## config.mk

```make
export PLATFORM = sky130hd
export DESIGN_NAME = sfd_sqrt_cell
export DESIGN_NICKNAME = d
export VERILOG_FILES = /design/src/design/sfd_pkg.sv /design/src/design/sfd_sqrt_cell.sv
export SDC_FILE = /design/constraint.sdc
export NUM_CORES = 1
export LEC_CHECK = 0
export BUFFER_PORTS_ARGS = -buffer_cell sky130_fd_sc_hd__buf_4
export CORE_AREA = 2 2 191 193
export DETAILED_ROUTE_END_ITERATION = 10
export DIE_AREA = 0 0 193 195
export PLACE_DENSITY = 0.57
export SKIP_CTS_REPAIR_TIMING = 1
export SLEW_MARGIN = 40
export SYNTH_ARGS = -nofsm -noshare
export SYNTH_HDL_FRONTEND = slang
export SYNTH_SLANG_ARGS = --single-unit
```

## constraint.sdc

```tcl
create_clock -name clock -period 9.4 [get_ports clock]
set_clock_uncertainty 0.05 [all_clocks]
set_input_delay 1.88 -clock clock [delete_from_list [all_inputs] [get_ports clock]]
set_output_delay 1.88 -clock clock [all_outputs]
set_load 0.005 [all_outputs]
```

## src/design/sfd_pkg.sv

```systemverilog
// Shared widths, register indexes and cell payload types for the spring force pipeline.
// No dependencies; used by every file of the block.
package sfd_pkg;

   localparam int PosW      = 32;
   localparam int DiffW     = 33;
   localparam int SqW       = 66;
   localparam int RadW      = 68;
   localparam int RootW     = 34;
   localparam int SRemW     = 36;
   localparam int LenW      = 34;
   localparam int DRemW     = 34;
   localparam int QuoW      = 31;
   localparam int ProdW     = 66;
   localparam int ChunkW    = 22;
   localparam int PartW     = 53;
   localparam int FullW     = 97;
   localparam int MagW      = 51;
   localparam int StiffW    = 32;
   localparam int RestW     = 31;
   localparam int SqrtSteps = 34;
   localparam int DivSteps  = 31;
   localparam int CsrIdxW   = 2;

   typedef logic [CsrIdxW-1:0] csr_index_type;
   localparam csr_index_type REG_STIFFNESS   = 2'd0;
   localparam csr_index_type REG_REST_LENGTH = 2'd1;

   localparam logic [StiffW-1:0] STIFFNESS_RESET = 32'h0001_0000;

   typedef struct packed {
      logic [RadW-1:0]             rad;
      logic [SRemW-1:0]            rem;
      logic [RootW-1:0]            root;
      logic [2:0][DiffW-1:0]       dm;
      logic [2:0]                  dneg;
   } sqrt_data_type;

   typedef struct packed {
      logic [2:0][DRemW-1:0]       rem;
      logic [2:0][QuoW-1:0]        quo;
      logic [2:0]                  nxt;
      logic [LenW-1:0]             len;
      logic [LenW-1:0]             fmag;
      logic                        fneg;
      logic [2:0]                  dneg;
      logic                        zero;
   } div_data_type;

endpackage

```

## src/design/sfd_sqrt_cell.sv

```systemverilog
// One restoring square-root step: two radicand bits in, one root bit out.
// Depends on sfd_pkg.
module sfd_sqrt_cell (
   input  logic                   clock,
   input  logic                   reset,
   input  logic                   in_valid,
   input  sfd_pkg::sqrt_data_type in_data,
   output logic                   in_ready,
   output logic                   out_valid,
   input  logic                   out_ready,
   output sfd_pkg::sqrt_data_type out_data
);

   logic                   valid_ff;
   sfd_pkg::sqrt_data_type data_ff, data_in;
   logic                   en;
   logic [sfd_pkg::SRemW+1:0] shifted, trial;

   assign en = !valid_ff || out_ready;

   always_comb begin
      shifted = {in_data.rem, in_data.rad[sfd_pkg::RadW-1 -: 2]};
      trial   = {2'b00, in_data.root, 2'b01};
      data_in = in_data;
      data_in.rad = {in_data.rad[sfd_pkg::RadW-3:0], 2'b00};
      if (shifted >= trial) begin
         data_in.rem  = sfd_pkg::SRemW'(shifted - trial);
         data_in.root = {in_data.root[sfd_pkg::RootW-2:0], 1'b1};
      end else begin
         data_in.rem  = sfd_pkg::SRemW'(shifted);
         data_in.root = {in_data.root[sfd_pkg::RootW-2:0], 1'b0};
      end
   end

   always_ff @(posedge clock) begin
      if (reset) begin
         valid_ff <= 1'b0;
      end else if (en) begin
         valid_ff <= in_valid;
      end
   end

   always_ff @(posedge clock) begin
      if (en) begin
         data_ff <= data_in;
      end
   end

   assign in_ready  = en;
   assign out_valid = valid_ff;
   assign out_data  = data_ff;

endmodule

```

# After elaboration in Yosys (flattened, before gate mapping)

Cells that the tools add are included.

Logic and storage cells: 13
Register bits: 239
Output and inout bits: 242

Mux-type cells: 1
$add $sub $neg: 1
Reduce and logical (&&, ||, !) cells: 2
Order comparisons: 1

Operator list:

| cell                                         | number |
|---|---|
| two-way mux 70 bit                           | 1 |
| greater-or-equal comparator 38 x 36 -> 1 bit | 1 |
| subtractor 36 bit                            | 1 |
| zero test 1 bit                              | 1 |
| logical OR 1 bit                             | 1 |

# Depth between registers and ports, before layout

Gate-level depths: netlist of the first run.

Depth after elaboration: 2
Depth in mapped cells: 14
Mapped depth without buffers: 11

# Worst setup path after synthesis of the first run

Ideal clock, no wire load.

Path kind: input-to-output
Start point: in out_ready
End point: out in_ready
Setup slack: -162 ps
Buffers on the path: 0
Required time: 7470 ps
Stages: 1
Data arrival time: 7632 ps
Cell sequence: nand2b_1

Longest elaborated chain between the ends: 1

RTL lines:

| element            | RTL line            | source |
|---|---|---|
| start: declaration | sfd_sqrt_cell.sv:10 | `input logic out_ready,` |
| logical OR 1 bit   | sfd_sqrt_cell.sv:19 | `assign en = !valid_ff \|\| out_ready;` |
| end: declaration   | sfd_sqrt_cell.sv:8  | `output logic in_ready,` |

Every way passes these cells.

==> results.ini, run 1 <==
[timing]
slew_margin_rel = 0.476
setup_total_negative_slack_ns = 0
layout_worst_path_cycle_share = 0.504
period_minus_slack_ns = 4.74
achievable-frequency_mhz = 211
setup_slack_ns = 4.66
timing_hold_violations_final = 0
tightest_slew_ns = 0.786
final-setup-viol-count = 0
grt_setup_unrepaired = no
slew_violations = 0

[placement]
post_dp_cell_area_um2 = 13900
io_buffer_count = 483
preCtsSetupSlack_ns = 4.09
place.gp.congestion = 0.859
hpwl_mm = 28.6

[cts]
clock_path_buffers = 3
root_buffer = clkbuf_16
clock-sinks = 239
clk_pin_slew_worst_paths_ns = 0.06
clock_tree_from_tritoncts = done
numCtsBuffers = 28
clock_insertion_delay_worst_skew_ns = 0.56
clock_tree.htree_level_count = 1

[final_layout]
drive_above_1_share = 0.465
syn_to_final_growth_pct = 51.6
final_net_count = 1420
final_area_um2 = 14800
num-fill-cells = 3362

[yosys]
most_repeated_cell_in_the_gate_level_netlist_after_synthesis = edfxtp_1
postSynth.asyncResetShare = 0
post-synth-top-area-cell = edfxtp_1
synth_seq_cells = 239
yosysSeqAreaShare = 0.735
postSynth.topFlopCell = edfxtp_1
mappedNetlistArea_um2 = 9750
synth_commonest_cells = 238 x edfxtp_1, 57 x nand2_1, 45 x inv_1
post_synth_num_cell_types = 62
yosys-top-cells-area = edfxtp_1 73%, ha_1 4.6%, nand2_1 2.2%
postSynthAreaPerCell_um2 = 15.2
synth-edff-count = 238
yosys.area.top_type_share = 0.733
syn-instance-count = 641
synth-warning-count = 0

[setup_path]
worstPathArrival_ns = 4.98
r2r_end = out_data[10]
rr_startpoint = out_valid
biggest_fanout_along_the_worst_timing_path = 53
crit_path_start_kind = primary input
timing.reg2reg.setup_slack_ns = 6.77
required_ns = 9.65
crit_path_end_kind = flop
path_class = primary input to flop
r2r.worst_path.cells = 3

[run_status]
status = completed

[die]
ios = 486
core-area_um2 = 35400
die_width_um = 193
floorplan.die.height_um = 195
design.die.area_um2 = 37600
start_util = 0.275
number_of_cell_rows = 69

[drt]
detail_route.wirelength_mm = 36.1
total_iterations_of_the_first_detailed_routing_run = 6
routed_wire_length_per_instance_um = 22.2
route.detailed.drc = 0
vias = 7385
antenna_violating_nets_post_route = 0
dr.first_iter.drc_count = 339
vias_per_cell = 4.55

[run]
cap_violations = 0

[pwr]
pwr_density_cell_nw_per_um2 = 191
irDropWorstVdd_mv = 0.150
p_total_mw = 2.83
power.static_leakage_nw = 6.43

[worst_hold_path]
timing.hold.worst.class = flop to flop
min-delay-start = out_valid
hold-path-endpoint = out_valid
worst_hold_path_cell_count = 2

[grt]
grt_first_pass_wirelength_mm = 49.8
grt_usage = 0.182
globalRouteOverflowTotal = 0
grt_max_degree = 72
first_global_vias = 7415
antenna_found_initial = 4

[worst max-delay path, stage by stage]
cell	delay [ns]
buf_4	0.08
inv_1	0.03
ha_1	0.39
a2111o_1	0.46
o21ai_2	0.24
o31a_4	0.19
o31ai_4	0.08
a31o_4	0.29
a31oi_4	0.39
buf_4	0.54
mux2_1	0.37
[cell families (layout without fill, tap and decap cells)]
logic type               count (synthesis)  after routing  share of synthesized area
multiplexers                             5              5                    0.00552
buffers and inverters                   64            583                     0.0296
XOR/XNOR                                31             31                     0.0278
adder cells (fa/ha/maj)                 36             36                     0.0462
other                                    1              4                   0.000385
AO/OA/AOI/OAI                          148            148                      0.100
AND/OR/NAND/NOR                        117            117                     0.0551
flip-flops                             239            239                      0.735
[state kept, by name, summed over array words and instances, names as in the netlist]
signal     cells
out_data     238
out_valid      1
[layout make-up]
cell class | count | area [um^2] | area share
diodes | 2 | 5.00 | 0.000339
inverters | 45 | 169 | 0.0114
repair buffers | 487 | 3660 | 0.248
clock buffers | 30 | 708 | 0.0479
clock inverters | 21 | 183 | 0.0124
flip-flops and latches | 239 | 7170 | 0.485
well taps | 461 | 577 | 0.0390
multi-input cells | 339 | 2310 | 0.156
[layer usage]
metal  share of wire  routed length, um  vias to the layer above  global-route usage
li1                -                  -                     3416                   -
met1            0.37              13300                     3599               0.206
met2            0.50              18200                      308               0.318
met3           0.095               3420                       56              0.0624
met4           0.033               1180                        6              0.0586
met5          0.0011                 39                        -                   0
[metrics by stage]
step | instances | hold WS, ns | util
floorplan | 642 | 1.90 | -
global placement | 1571 | 1.09 | 0.392
detailed placement | 1571 | 1.11 | 0.392
CTS | 1622 | 1.12 | 0.417
global route | 1622 | 1.14 | 0.417
finish | 1624 | 1.05 | 0.417
[power breakdown]
group	switching [mW]	internal (mW)
Combinational	0.221	0.244
Clock	0.447	0.601
Sequential	0.0293	1.29
[placed cells by master (no fill, tap or decap), types with 16 or more instances in the layout]
cell type	n
edfxtp_1	238
nand2_1	57
inv_1	45
o21ai_0	40
clkbuf_16	28
buf_4	485
nor2_1	21
xor2_1	16
ha_1	36
a21oi_1	35
[worst max path at each step]
stage	startpoint	to	slack, ns	depth (start not counted)
final	in_data[107]	out_data[148]	4.66	11
after global routing	in_data[102]	out_data[148]	4.45	12
after CTS	out_ready	in_ready	4.61	3
after detailed placement	in_data[107]	out_data[168]	4.09	12
after global placement	in_data[102]	out_data[148]	4.13	12
after floorplan	out_ready	in_ready	2.56	1
Note: power is estimated with default switching activity, not from simulation.
==> inputs of run 2 (changes only) <==
==> constraint.sdc (replaced) <==
create_clock -name clock -period 4.2 [get_ports clock]
set_clock_uncertainty 0.05 [all_clocks]
set_input_delay 0.84 -clock clock [delete_from_list [all_inputs] [get_ports clock]]
set_output_delay 0.84 -clock clock [all_outputs]
set_load 0.005 [all_outputs]
==> run 2 against run 1 <==
Routed wire length grew 0.29%; utilization about the same; final area hardly changed; sequential cell count is the same; worst setup slack got worse by 3.8 ns; critical path depth increased by 1; largest cell class unchanged.
==> results.ini, run 2 (same netlist as run 1, synthesis figures left out) <==
[timing]
layout_worst_path_cycle_share = 0.802
period_minus_slack_ns = 3.37
grt_setup_unrepaired = no
slew_violations = 0  ; unchanged
achievable-frequency_mhz = 297
final-setup-viol-count = 0  ; unchanged
setup_total_negative_slack_ns = 0  ; unchanged
slew_margin_rel = 0.478  ; +0.00237
final.hold.worst_slack_ns = 0.385  ; -0.669 ns
timing_hold_violations_final = 0  ; unchanged
setup_slack_ns = 0.833  ; -3.83 ns
tightest_slew_ns = 0.783  ; -0.00356 ns

[setup_path]
worst_setup_path_startpoint = in_data[116]
path_delay_family = compound AO/OA/AOI/OAI gates
cp_slowest_stage_delay_ns = 0.46  ; -0.08 ns
path_class = primary input to flop
chain_of_cells_forming_the_critical_path = buf_4 -> inv_1 -> ha_1 -> a21oi_1 -> o21ai_0 -> a2111oi_2 -> nand3_1 -> a21oi_1 -> o31ai_1 -> a31oi_1 -> xor2_1 -> o21ai_0
biggest_fanout_along_the_worst_timing_path = 7  ; -87%
worstPathArrival_ns = 3.60  ; -1.38 ns
crit_path_start_kind = primary input
rr_startpoint = out_valid
cpMaxStageDelayCell = a2111oi_2
critical_path.n_buffers_inverters = 2  ; -1
crit_path_end_kind = flop
required_ns = 4.43  ; -5.22 ns

[grt]
first_global_vias = 7456  ; +0.55%
globalRouteOverflowTotal = 0  ; unchanged
grt_first_pass_wirelength_mm = 49.7  ; -0.17%
grt_usage = 0.181  ; -0.000620
antenna_found_initial = 3  ; -1
grt_max_degree = 130  ; +81%

[die]
core-area_um2 = 35400  ; unchanged
floorplan.die.height_um = 195  ; unchanged
die_width_um = 193  ; unchanged
ios = 486  ; unchanged
design.die.area_um2 = 37600  ; unchanged
number_of_cell_rows = 69  ; unchanged
start_util = 0.275  ; unchanged

[cts]
clock_tree_from_tritoncts = done
root_buffer = clkbuf_16
clk_pin_slew_worst_paths_ns = 0.06  ; about the same
clock_path_buffers = 3  ; unchanged
clock_insertion_delay_worst_skew_ns = 0.56  ; about the same
numCtsBuffers = 28  ; unchanged
clock_tree.htree_level_count = 1  ; unchanged
clock-sinks = 239  ; unchanged

[placement]
io_buffer_count = 483  ; unchanged
post_dp_cell_area_um2 = 13900  ; +0.35%
hpwl_mm = 28.5  ; -0.33%
place.gp.congestion = 0.845  ; -1.6%
place_inst = 1573  ; +0.13%
preCtsSetupSlack_ns = 0.345  ; -3.74 ns

[pwr]
power.static_leakage_nw = 6.43  ; about the same
pwr_density_cell_nw_per_um2 = 425  ; +120%
irDropWorstVdd_mv = 0.371  ; +150%

[final_layout]
final_net_count = 1422  ; +0.14%
final_cell_count_no_fill = 1625  ; +0.062%
drive_above_1_share = 0.461  ; -0.00384
syn_to_final_growth_pct = 51.6  ; about the same
layout_common_cells = 486 x buf_4, 238 x edfxtp_1, 57 x nand2_1
largest_reg_flops = 238  ; unchanged
layout_commonest_cell = buf_4
final_area_um2 = 14800  ; about the same

[drt]
routed_wire_length_per_instance_um = 22.3  ; +0.23%
total_iterations_of_the_first_detailed_routing_run = 5  ; -1
dr.first_iter.drc_count = 453  ; +34%
detail_route.wirelength_mm = 36.2  ; +0.29%
antenna_violating_nets_post_route = 0  ; unchanged
vias_per_cell = 4.58  ; +0.62%
vias = 7435  ; +0.68%
route.detailed.drc = 0  ; unchanged

[worst_hold_path]
min-delay-start = reset
timing.hold.worst.class = primary input to flop

[run]
cap_violations = 0  ; unchanged

[run_status]
status = completed

-- run 2: through the flow --
step | power [mW] | utilization
2_1_floorplan | 3.37 | -
3_3_place_gp | 4.05 | 0.393
3_5_place_dp | 4.06 | 0.393
4_1_cts | 6.39 | 0.417
5_1_grt | 6.54 | 0.418
6_report | 6.28 | 0.418
-- run 2: routing by layer --
| layer | up-vias | wire, um | GRT usage |
|---|---|---|---|
| met2 | 324 | 18200 | 0.321 |
| met4 | 4 | 1010 | 0.0513 |
| met1 | 3623 | 13200 | 0.204 |
| li1 | 3430 | - | - |
| met3 | 54 | 3750 | 0.0627 |
| met5 | - | 22 | 0 |
-- run 2: worst reg2reg max path: cells and delay by family (launching register included) --
kind                   cells  cell delay, ns
flip-flops                 1            0.33
buffers and inverters      1            0.45
AND/OR/NAND/NOR            1            0.13
-- run 2: layout make-up --
type	count	area, um^2
Clock inverter	17	131
Tap cell	461	577
Sequential cell	239	7170
Inverter	45	169
Multi-Input combinational cell	339	2310
Fill cell	3367	20600
Antenna cell	2	5.00
Timing Repair Buffer	489	3710
Clock buffer	33	719
-- run 2: final timing paths --
path / endpoint / slack (ns) / cells after the start
max: out_data[169] / 0.83 / 12
min: out_valid / 0.38 / 2
max reg2reg: out_data[174] / 2.68 / 2
min reg2reg: out_data[17] / 0.90 / 2
-- run 2: power by group --
group	internal, mW	total (mW)	switching, mW
Sequential	2.88	2.94	0.0664
Combinational	0.551	1.05	0.498
Clock	1.28	2.29	1.01
Total	4.71	6.28	1.57
