File: config.mk
export PLATFORM = sky130hd
export DESIGN_NAME = sfd_div_cell
export DESIGN_NICKNAME = d
export VERILOG_FILES = /design/src/design/sfd_pkg.sv /design/src/design/sfd_div_cell.sv
export SDC_FILE = /design/constraint.sdc
export NUM_CORES = 1
export LEC_CHECK = 0
export BUFFER_PORTS_ARGS = -buffer_cell sky130_fd_sc_hd__buf_2
export CAP_MARGIN = 15
export CORE_MARGIN = 1.5
export CORE_UTILIZATION = 30
export CTS_BUF_LIST = sky130_fd_sc_hd__clkbuf_4 sky130_fd_sc_hd__clkbuf_8
export DETAILED_ROUTE_END_ITERATION = 8
export GPL_ROUTABILITY_DRIVEN = 0
export PLACE_DENSITY = 0.5
export SLEW_MARGIN = 15
export SYNTH_ARGS = -nofsm -noshare
export SYNTH_HDL_FRONTEND = slang
export SYNTH_SLANG_ARGS = --single-unit
export TNS_END_PERCENT = 100
File: constraint.sdc
create_clock -name clock -period 21.4 [get_ports clock]
set_input_delay 4.28 -clock clock [delete_from_list [all_inputs] [get_ports clock]]
set_output_delay 4.28 -clock clock [all_outputs]
set_load 0.02 [all_outputs]
File: src/design/sfd_pkg.sv
// Shared widths, register indexes and cell payload types for the spring force pipeline.
// No dependencies; used by every file of the block.
package sfd_pkg;

   localparam int PosW      = 32;
   localparam int DiffW     = 33;
   localparam int SqW       = 66;
   localparam int RadW      = 68;
   localparam int RootW     = 34;
   localparam int SRemW     = 36;
   localparam int LenW      = 34;
   localparam int DRemW     = 34;
   localparam int QuoW      = 31;
   localparam int ProdW     = 66;
   localparam int ChunkW    = 22;
   localparam int PartW     = 53;
   localparam int FullW     = 97;
   localparam int MagW      = 51;
   localparam int StiffW    = 32;
   localparam int RestW     = 31;
   localparam int SqrtSteps = 34;
   localparam int DivSteps  = 31;
   localparam int CsrIdxW   = 2;

   typedef logic [CsrIdxW-1:0] csr_index_type;
   localparam csr_index_type REG_STIFFNESS   = 2'd0;
   localparam csr_index_type REG_REST_LENGTH = 2'd1;

   localparam logic [StiffW-1:0] STIFFNESS_RESET = 32'h0001_0000;

   typedef struct packed {
      logic [RadW-1:0]             rad;
      logic [SRemW-1:0]            rem;
      logic [RootW-1:0]            root;
      logic [2:0][DiffW-1:0]       dm;
      logic [2:0]                  dneg;
   } sqrt_data_type;

   typedef struct packed {
      logic [2:0][DRemW-1:0]       rem;
      logic [2:0][QuoW-1:0]        quo;
      logic [2:0]                  nxt;
      logic [LenW-1:0]             len;
      logic [LenW-1:0]             fmag;
      logic                        fneg;
      logic [2:0]                  dneg;
      logic                        zero;
   } div_data_type;

endpackage

File: src/design/sfd_div_cell.sv
// One restoring division step for all three lanes: one quotient bit per lane.
// Depends on sfd_pkg.
module sfd_div_cell (
   input  logic                  clock,
   input  logic                  reset,
   input  logic                  in_valid,
   input  sfd_pkg::div_data_type in_data,
   output logic                  in_ready,
   output logic                  out_valid,
   input  logic                  out_ready,
   output sfd_pkg::div_data_type out_data
);

   logic                  valid_ff;
   sfd_pkg::div_data_type data_ff, data_in;
   logic                  en;
   logic [sfd_pkg::DRemW:0] shifted [3];
   logic [2:0]              ge;

   assign en = !valid_ff || out_ready;

   always_comb begin
      data_in = in_data;
      for (int i = 0; i < 3; i++) begin
         shifted[i] = {in_data.rem[i], in_data.nxt[i]};
         ge[i]      = shifted[i] >= {1'b0, in_data.len};
         data_in.rem[i] = ge[i] ? sfd_pkg::DRemW'(shifted[i] - {1'b0, in_data.len})
                                : sfd_pkg::DRemW'(shifted[i]);
         data_in.quo[i] = {in_data.quo[i][sfd_pkg::QuoW-2:0], ge[i]};
      end
      // dividend carries only one live bit below the initial remainder
      data_in.nxt = 3'b000;
   end

   always_ff @(posedge clock) begin
      if (reset) begin
         valid_ff <= 1'b0;
      end else if (en) begin
         valid_ff <= in_valid;
      end
   end

   always_ff @(posedge clock) begin
      if (en) begin
         data_ff <= data_in;
      end
   end

   assign in_ready  = en;
   assign out_valid = valid_ff;
   assign out_data  = data_ff;

endmodule

* Word-level counts from Yosys, hierarchy flattened
Index checks and enable logic that the tools add are counted.
Storage, ports and cells: register bits 269, logic and storage cells 23, output and inout bits 273, input port bits 275
Cells by class: reduce and logical (&&, ||, !) cells 2, add/sub/neg operators 3, mux-type cells 3, order comparisons 3
Operator list (number):
- greater-or-equal comparator 35 x 34 -> 1 bit | 3
- 2-to-1 mux 34 bit | 3
- subtractor 34 bit | 3
- logical NOT 1 bit | 1
- logical OR 1 bit | 1

* Longest topological paths before layout
Gate-level depths: netlist of the first run.
depth in word-level cells 2, mapped depth 14, depth with buffers taken out 13

* Least setup slack after synthesis of the first run
OpenSTA, ideal clock, no wires.
kind input -> output, start input out_ready, end output in_ready, stages 1, buffers on the path 0, data arrival time 10.848 ns, setup slack 6.272 ns, required time 17.120 ns, path through nand2b_1
Between the ends: word-level cells in the longest chain between the ends 1
RTL lines:
- from (decl) | line sfd_div_cell.sv:10 | input logic out_ready,
- logical OR 1 bit | line sfd_div_cell.sv:20 | assign en = !valid_ff || out_ready;
- to (decl) | line sfd_div_cell.sv:8 | output logic in_ready,
No other way between the ends.

* Worst setup path in the final report of the first run
Ends and elaborated chain as after synthesis.

==> impl_metrics.csv, run 1 <==
group,metric,value,unit
clocking,clkTransAtPathRegs,0.06,ns
run_status,outcome,"complete, no violations",
place,placedCellCount,2402,
sta,slew_violations,0,
floorplanning,die_area,49900,um^2
critical_path,timing.critical_path.buf_inv,2,
place,portBuffers,541,
sta,clock_skew,0.0219,ns
power,totalPowerFinal,1.64,mW
synthesis,synth.top_cell.area_share,55.2,%
floorplanning,num_rows,80,
place,preCtsSetupSlack,12.11,ns
final_layout,finalCoreUtilization,39.9,%
clocking,clock_tree.root_cell,"sky130_fd_sc_hd__clkbuf_8",
power,p_leak,8.45,nW
synthesis,synth.cell_area,14600,um^2
hold_path,hold_path_class,"reg2reg",
critical_path,worstPathArrival,4.97,ns
clocking,numCtsBuffers,51,
critical_path,path_max_fanout,20,
routing,wirelength,54400,um
critical_path,cpMaxStageDelayCell,"sky130_fd_sc_hd__nand2b_4",
critical_path,worst_path_largest_cell_delay,0.34,ns
grt,first_global_vias,12343,
synthesis,synth.area.top_cells,"sky130_fd_sc_hd__edfxtp_1 (55%), sky130_fd_sc_hd__ha_1 (8.8%), sky130_fd_sc_hd__o21ai_0 (4.5%), sky130_fd_sc_hd__nand2_1 (3.8%), sky130_fd_sc_hd__a21oi_1 (3.4%)",
final_layout,post_route_standard_cell_area_excluding_fillers,19100,um^2
critical_path,crit_path_cell_trace,"buf_2 > nand2b_4 > buf_2",
routing,drt_pass1_iterations,5,
final_layout,area_growth,30.9,%
critical_path,crit_top_cell,"sky130_fd_sc_hd__buf_2",
sta,finalHoldViolations,0,
critical_path,cp_data_required_time,17.12,ns
synthesis,postSynthRegisterBits,269,
sta,rsz0062_at_grt,"false",
critical_path,critical_path_class,"in2out",
synthesis,yosysWarnings,0,
floorplanning,die_w,223,um
routing,detailroute.via_count,12407,
synthesis,synth_area_leader_cell,"sky130_fd_sc_hd__edfxtp_1",
routing,drc,0,
clocking,clk_buf_depth,3,
clocking,clkLatencyLatePin,0.64,ns
synthesis,ys_dominant_reg_cell,"sky130_fd_sc_hd__edfxtp_1",
sta,report.final.setup_viol,0,
clocking,postCtsHoldBufs,0,
power,vdd_drop_max,0.0559,mV
sta,fin_setup_tns,0,ns
floorplanning,core_box_area,47800,um^2
final_layout,finish.net_count,2220,
grt,gr-total-overflow,0,
grt,grt_use_total,21.1,%
sta,timing_worst_slew_pin_value,0.828,ns
power,power.density_cell_area,86.0,nW/um^2
critical_path,worst_path_dominant_cell_family,"simple AND/OR/NAND/NOR gates",
routing,drt-vias-per-instance,4.96,
sta,holdWs,0.863,ns
sta,final_min_period_over_clock_period,43.2,%
floorplanning,floorplan.initialDensity,30.5,%
routing,drtIter0Drc,531,
clocking,cts_sinks,269,
synthesis,yosysSeqAreaShare,55.4,%
final_layout,layout-drive-gt1-share,35.0,%
floorplanning,floorplan.io_pins,548,
synthesis,synth_area_per_cell,11.4,um^2
synthesis,synth_edf_count,268,
sta,fin_crit,9.25,ns
clocking,cts.repair_timing.setup_buffer_count,0,
routing,routedWlPerCell,21.7,um
synthesis,synth_cells,1277,
routing,antenna_violating_nets_post_route,0,
critical_path,setup.worst_path.start_class,"input pin",
synthesis,synth-async-reset-ratio,0,%
place,placement.cell_area,18000,um^2
synthesis,synth_commonest_cells,"sky130_fd_sc_hd__edfxtp_1 (268), sky130_fd_sc_hd__nand2_1 (149), sky130_fd_sc_hd__o21ai_0 (131)",
critical_path,critPathCaptureType,"output pin",
grt,global_route_wire_length_before_repair,77800,um
synthesis,distinct_cell_type_count_after_synthesis,74,
job,cap_viol_max_count,0,
floorplanning,die_h,223,um
clocking,cts.repair.resized,0,
sta,smallest_setup_slack_after_layout,12.15,ns
synthesis,synthMostInstantiatedCell,"sky130_fd_sc_hd__edfxtp_1",
clocking,cts.htree.levels,2,
clocking,cts_tree,"yes",
sta,slew_limit_headroom,44.8,%
grt,antenna_found_initial,24,
final_layout,final_cell_count_without_fillers,2502,
sta,max_freq,108,MHz
place,hpwl_after_dpl,43900,um
grt,grt_start_max_net_pins,136,
[layout by cell type (no fill, tap or decap), types with 4 or more instances in the layout]
master	n
sky130_fd_sc_hd__buf_4	5
sky130_fd_sc_hd__nor2b_1	12
sky130_fd_sc_hd__and3_1	12
sky130_fd_sc_hd__ha_1	102
sky130_fd_sc_hd__a41oi_1	4
sky130_fd_sc_hd__o31ai_1	6
sky130_fd_sc_hd__clkbuf_4	11
sky130_fd_sc_hd__buf_2	541
sky130_fd_sc_hd__a21o_1	36
sky130_fd_sc_hd__clkinv_1	9
sky130_fd_sc_hd__o21bai_1	16
sky130_fd_sc_hd__clkinv_2	9
sky130_fd_sc_hd__or3_1	6
sky130_fd_sc_hd__inv_1	66
sky130_fd_sc_hd__and2_1	4
sky130_fd_sc_hd__a31oi_1	10
sky130_fd_sc_hd__mux2_2	12
sky130_fd_sc_hd__clkbuf_8	57
sky130_fd_sc_hd__a211o_1	4
sky130_fd_sc_hd__xor2_1	40
sky130_fd_sc_hd__o21a_1	5
sky130_fd_sc_hd__o211ai_1	7
sky130_fd_sc_hd__diode_2	8
sky130_fd_sc_hd__edfxtp_1	268
sky130_fd_sc_hd__a21oi_1	99
sky130_fd_sc_hd__nand2_1	149
sky130_fd_sc_hd__a211oi_1	14
sky130_fd_sc_hd__o21ai_0	131
sky130_fd_sc_hd__nor2_1	46
sky130_fd_sc_hd__nor3_1	12
sky130_fd_sc_hd__nand3_1	30
sky130_fd_sc_hd__bufinv_16	4
sky130_fd_sc_hd__xnor2_1	46
sky130_fd_sc_hd__nand4_1	12
sky130_fd_sc_hd__nand2b_1	12
sky130_fd_sc_hd__nor4_1	5
[where the power goes]
group / internal [mW] / switching (mW)
Sequential: 0.658 / 0.0153
Clock: 0.313 / 0.237
Combinational: 0.146 / 0.270
[cells by family after synthesis]
logic type	share of synthesized area [%]
simple gates	10.2
compound gates	16.1
buf+inv	2.89
mux	0.996
xor+xnor	5.28
flops	55.4
fa+ha+maj	9.17
other cells	0.0257
[final timing paths]
check,slack (ns),endpoint,startpoint,cells past startpoint
setup / recovery,12.15,in_ready,out_ready,3
setup reg to reg,18.88,out_data[115],out_valid,3
hold reg to reg,0.86,out_data[218],out_valid,1
hold / removal,0.86,out_data[218],out_valid,1
[metal layers]
| layer | global-route usage (%) | share of wire (%) |
|---|---|---|
| met3 | 6.55 | 7.5 |
| met4 | 6.87 | 2.8 |
| met2 | 39.7 | 53 |
| met1 | 22.2 | 37 |
| met5 | 0 | 0.19 |
[layout make-up]
type | count | area (um^2)
Inverter | 67 | 251
Multi-Input combinational cell | 904 | 6110
Fill cell | 4779 | 28800
Tap cell | 615 | 769
Clock buffer | 68 | 867
Clock inverter | 24 | 226
Sequential cell | 269 | 8070
Antenna cell | 8 | 20.0
Timing Repair Buffer | 547 | 2770
[worst register-to-register path, cell delays in order, from the launching register on]
cell                       delay (ns)
sky130_fd_sc_hd__dfxtp_1         0.34
sky130_fd_sc_hd__nand2b_4        0.31
sky130_fd_sc_hd__buf_4           0.65
sky130_fd_sc_hd__buf_4           0.82
[registers in the layout, summed over array words and instances (netlist names)]
register	flops
out_data	268
out_valid	1
(Power assumes the default switching activity.)
==> inputs of run 2 (changes only) <==
--- a/config.mk
+++ b/config.mk
@@ -5,6 +5,7 @@
 export SDC_FILE = /design/constraint.sdc
 export NUM_CORES = 1
 export LEC_CHECK = 0
+export ABC_AREA = 1
 export BUFFER_PORTS_ARGS = -buffer_cell sky130_fd_sc_hd__buf_2
 export CAP_MARGIN = 15
 export CORE_MARGIN = 1.5
@@ -12,7 +13,7 @@
 export CTS_BUF_LIST = sky130_fd_sc_hd__clkbuf_4 sky130_fd_sc_hd__clkbuf_8
 export DETAILED_ROUTE_END_ITERATION = 8
 export GPL_ROUTABILITY_DRIVEN = 0
-export PLACE_DENSITY = 0.5
+export PLACE_DENSITY = 0.51
 export SLEW_MARGIN = 15
 export SYNTH_ARGS = -nofsm -noshare
 export SYNTH_HDL_FRONTEND = slang
==> constraint.sdc (replaced) <==
create_clock -name clock -period 7.64 [get_ports clock]
set_input_delay 1.528 -clock clock [delete_from_list [all_inputs] [get_ports clock]]
set_output_delay 1.528 -clock clock [all_outputs]
set_load 0.02 [all_outputs]
==> impl_metrics.csv, run 2 <==
group,metric,value,unit
run_status,outcome,"complete, no violations",
sta,fin_setup_tns,0,ns
critical_path,r2r_end,"out_data[183]",
synthesis,synth_commonest_cells,"sky130_fd_sc_hd__nand2_1 (862), sky130_fd_sc_hd__inv_1 (326), sky130_fd_sc_hd__edfxtp_1 (268)",
synthesis,synth.cell_area,17100,um^2
routing,wirelength,68400,um
final_layout,multiInputGateArea,7520,um^2
place,placedCellCount,3414,
hold_path,worst_hold_path.endpoint,"out_valid",
synthesis,synthMostInstantiatedCell,"sky130_fd_sc_hd__nand2_1",
sta,report.final.setup_viol,0,
power,power.density_cell_area,216,nW/um^2
synthesis,synth_edf_count,268,
clocking,clkTransAtPathRegs,0.06,ns
synthesis,synth-async-reset-ratio,0,%
hold_path,hold_path_startpoint,"reset",
sta,rsz0062_at_grt,"false",
floorplanning,floorplan.initialDensity,30.3,%
place,portBuffers,541,
power,totalPowerFinal,4.66,mW
clocking,cts_tree,"yes",
clocking,cts.repair.resized,0,
critical_path,crit_path_cell_trace,"buf_2 > inv_1 > nand2_8 > buf_2",
synthesis,postSynthRegisterBits,269,
clocking,clk_buf_depth,3,
synthesis,synth.top_cell.area_share,47.2,%
grt,grt_start_max_net_pins,161,
routing,routedWlPerCell,19.5,um
grt,grt_use_total,22.6,%
critical_path,worst-r2r-cell-count,2,
sta,fin_crit,4.27,ns
critical_path,timing.critical_path.buf_inv,3,
critical_path,worst_path_dominant_cell_family,"buffers and inverters",
sta,slew_limit_headroom,28.7,%
critical_path,cp_data_required_time,6.11,ns
synthesis,synth_area_per_cell,7.99,um^2
floorplanning,floorplan.io_pins,548,
sta,max_freq,234,MHz
sta,timing_worst_slew_pin_value,1.07,ns
floorplanning,die_w,241,um
critical_path,r2r-start,"out_valid",
job,cap_viol_max_count,0,
clocking,clkLatencyLatePin,0.62,ns
place,hpwl_after_dpl,57000,um
sta,final_min_period_over_clock_period,55.9,%
final_layout,sequential_area,8070,um^2
synthesis,ys_dominant_reg_cell,"sky130_fd_sc_hd__edfxtp_1",
final_layout,layout-drive-gt1-share,24.9,%
floorplanning,die_h,241,um
final_layout,final_common_cell,"sky130_fd_sc_hd__nand2_1",
synthesis,synth_cells,2135,
synthesis,distinct_cell_type_count_after_synthesis,34,
floorplanning,die_area,58300,um^2
routing,detailroute.via_count,16120,
sta,slew_violations,0,
clocking,cts.repair_timing.setup_buffer_count,0,
sta,finalHoldViolations,0,
critical_path,worstPathArrival,2.74,ns
power,p_leak,11.3,nW
routing,drt_pass1_iterations,6,
hold_path,hold_crit_depth,2,
synthesis,synth_area_leader_cell,"sky130_fd_sc_hd__edfxtp_1",
clocking,cts_sinks,269,
routing,drtIter0Drc,983,
floorplanning,core_box_area,56300,um^2
final_layout,nFillCells,5879,
synthesis,yosysWarnings,0,
final_layout,commonest_non_fill_non_tap_cells_in_the_layout,"sky130_fd_sc_hd__nand2_1 (861), sky130_fd_sc_hd__buf_2 (541), sky130_fd_sc_hd__inv_1 (326), sky130_fd_sc_hd__edfxtp_1 (268), sky130_fd_sc_hd__nor2_1 (166)",
synthesis,synth.area.top_cells,"sky130_fd_sc_hd__edfxtp_1 (47%), sky130_fd_sc_hd__nand2_1 (19%), sky130_fd_sc_hd__ha_1 (7.5%), sky130_fd_sc_hd__inv_1 (7.2%), sky130_fd_sc_hd__nor2_1 (3.7%)",
routing,antenna_violating_nets_post_route,0,
critical_path,setup.worst_path.start_class,"input pin",
critical_path,timing.reg2reg.setup_slack,5.28,ns
critical_path,critPathCaptureType,"output pin",
floorplanning,num_rows,87,
synthesis,yosysSeqAreaShare,47.3,%
routing,drc,0,
grt,first_global_vias,15071,
grt,antenna_found_initial,30,
routing,drt-vias-per-instance,4.59,
final_layout,final_cell_count_without_fillers,3515,
final_layout,finish.net_count,3091,
hold_path,hold_path_class,"in2reg",
clocking,cts.htree.levels,2,
clocking,postCtsHoldBufs,0,
final_layout,largest_register_ff_count,268,
power,vdd_drop_max,0.112,mV
sta,clock_skew,0.0268,ns
critical_path,critical_path_class,"in2out",
critical_path,worst_path_largest_cell_delay,0.45,ns
grt,gr-total-overflow,0,
critical_path,crit_top_cell,"sky130_fd_sc_hd__buf_2",
final_layout,area_growth,26.6,%
clocking,numCtsBuffers,51,
clocking,clock_tree.root_cell,"sky130_fd_sc_hd__clkbuf_8",
critical_path,cpMaxStageDelayCell,"sky130_fd_sc_hd__nand2_8",
grt,global_route_wire_length_before_repair,95400,um
critical_path,path_max_fanout,111,
-- run 2: cell count changes in the layout (fill, tap and decap cells not counted), moves of 14 or more --
| cell | delta |
|---|---|
| sky130_fd_sc_hd__inv_1 | +260 |
| sky130_fd_sc_hd__nand3_1 | +68 |
| sky130_fd_sc_hd__nor2_1 | +120 |
| sky130_fd_sc_hd__nand2_2 | +31 |
| sky130_fd_sc_hd__nand2_1 | +712 |
| sky130_fd_sc_hd__o21ai_0 | -97 |
| sky130_fd_sc_hd__xnor2_1 | -40 |
| sky130_fd_sc_hd__nand3b_1 | +17 |
| sky130_fd_sc_hd__a211oi_1 | -14 |
| sky130_fd_sc_hd__a21oi_1 | -16 |
| sky130_fd_sc_hd__a21o_1 | -36 |
-- run 2: logic make-up (layout without fill, tap and decap cells) --
logic type / Yosys count / after routing / share of synthesized area (%)
XOR/XNOR: 54 / 54 / 2.77
buffers and inverters: 357 / 970 / 8.76
AO/OA/AOI/OAI: 127 / 127 / 3.90
other: 1 / 12 / 0.0220
adder cells (fa/ha/maj): 105 / 105 / 7.84
AND/OR/NAND/NOR: 1222 / 1222 / 29.4
flip-flops: 269 / 269 / 47.3
-- run 2: per-layer routing --
layer,vias up,wire length [um],GRT usage (%)
met5,-,194,0
met1,7375,26600,26.5
li1,7965,-,-
met2,607,33500,39.5
met4,30,2390,7.82
met3,143,5750,6.36
-- run 2: where the power goes --
| part | internal (mW) | switching (mW) | total [mW] | leakage [nW] |
|---|---|---|---|---|
| sequential | 1.84 | 0.0553 | 1.89 | 2.80 |
| combinational | 0.404 | 0.891 | 1.29 | 7.97 |
| clock | 0.802 | 0.670 | 1.47 | 0.547 |
| total | 3.04 | 1.62 | 4.66 | 11.3 |
-- run 2: worst max path at each step --
| stage | start | end | cells past startpoint |
|---|---|---|---|
| global route | out_ready | in_ready | 4 |
| detailed placement | out_ready | in_ready | 4 |
| floorplan | out_ready | in_ready | 2 |
| finish | out_ready | in_ready | 4 |
| global placement | in_data[53] | out_data[207] | 12 |
| CTS | out_ready | in_ready | 4 |
-- run 2: worst register-to-register path: cells and delay by family (launching register included) --
kind,cells,cell delay (ns)
DFF,1,0.36
and+or+nand+nor,1,0.60
buffers and inverters,1,0.65
-- run 2: stage by stage --
step                hold WS, ns  setup slack (ns)  util (%)  instance area (um^2)
floorplan                  1.60              1.31         -                 17100
global placement           1.17              3.36      36.5                 20500
global route               1.03              3.29      38.3                 21600
detailed placement         1.21              3.37      36.5                 20500
finish                     1.06              3.37      38.4                 21600
CTS                        1.00              3.37      38.3                 21600
-- run 2: layout make-up --
| cell class | instances | share of cell area, % |
|---|---|---|
| Antenna cell | 9 | 0.104 |
| Clock buffer | 57 | 3.49 |
| Clock inverter | 35 | 1.33 |
| Inverter | 336 | 5.90 |
| Multi-Input combinational cell | 1511 | 34.8 |
| Sequential cell | 269 | 37.4 |
| Tap cell | 756 | 4.38 |
| Timing Repair Buffer | 542 | 12.6 |
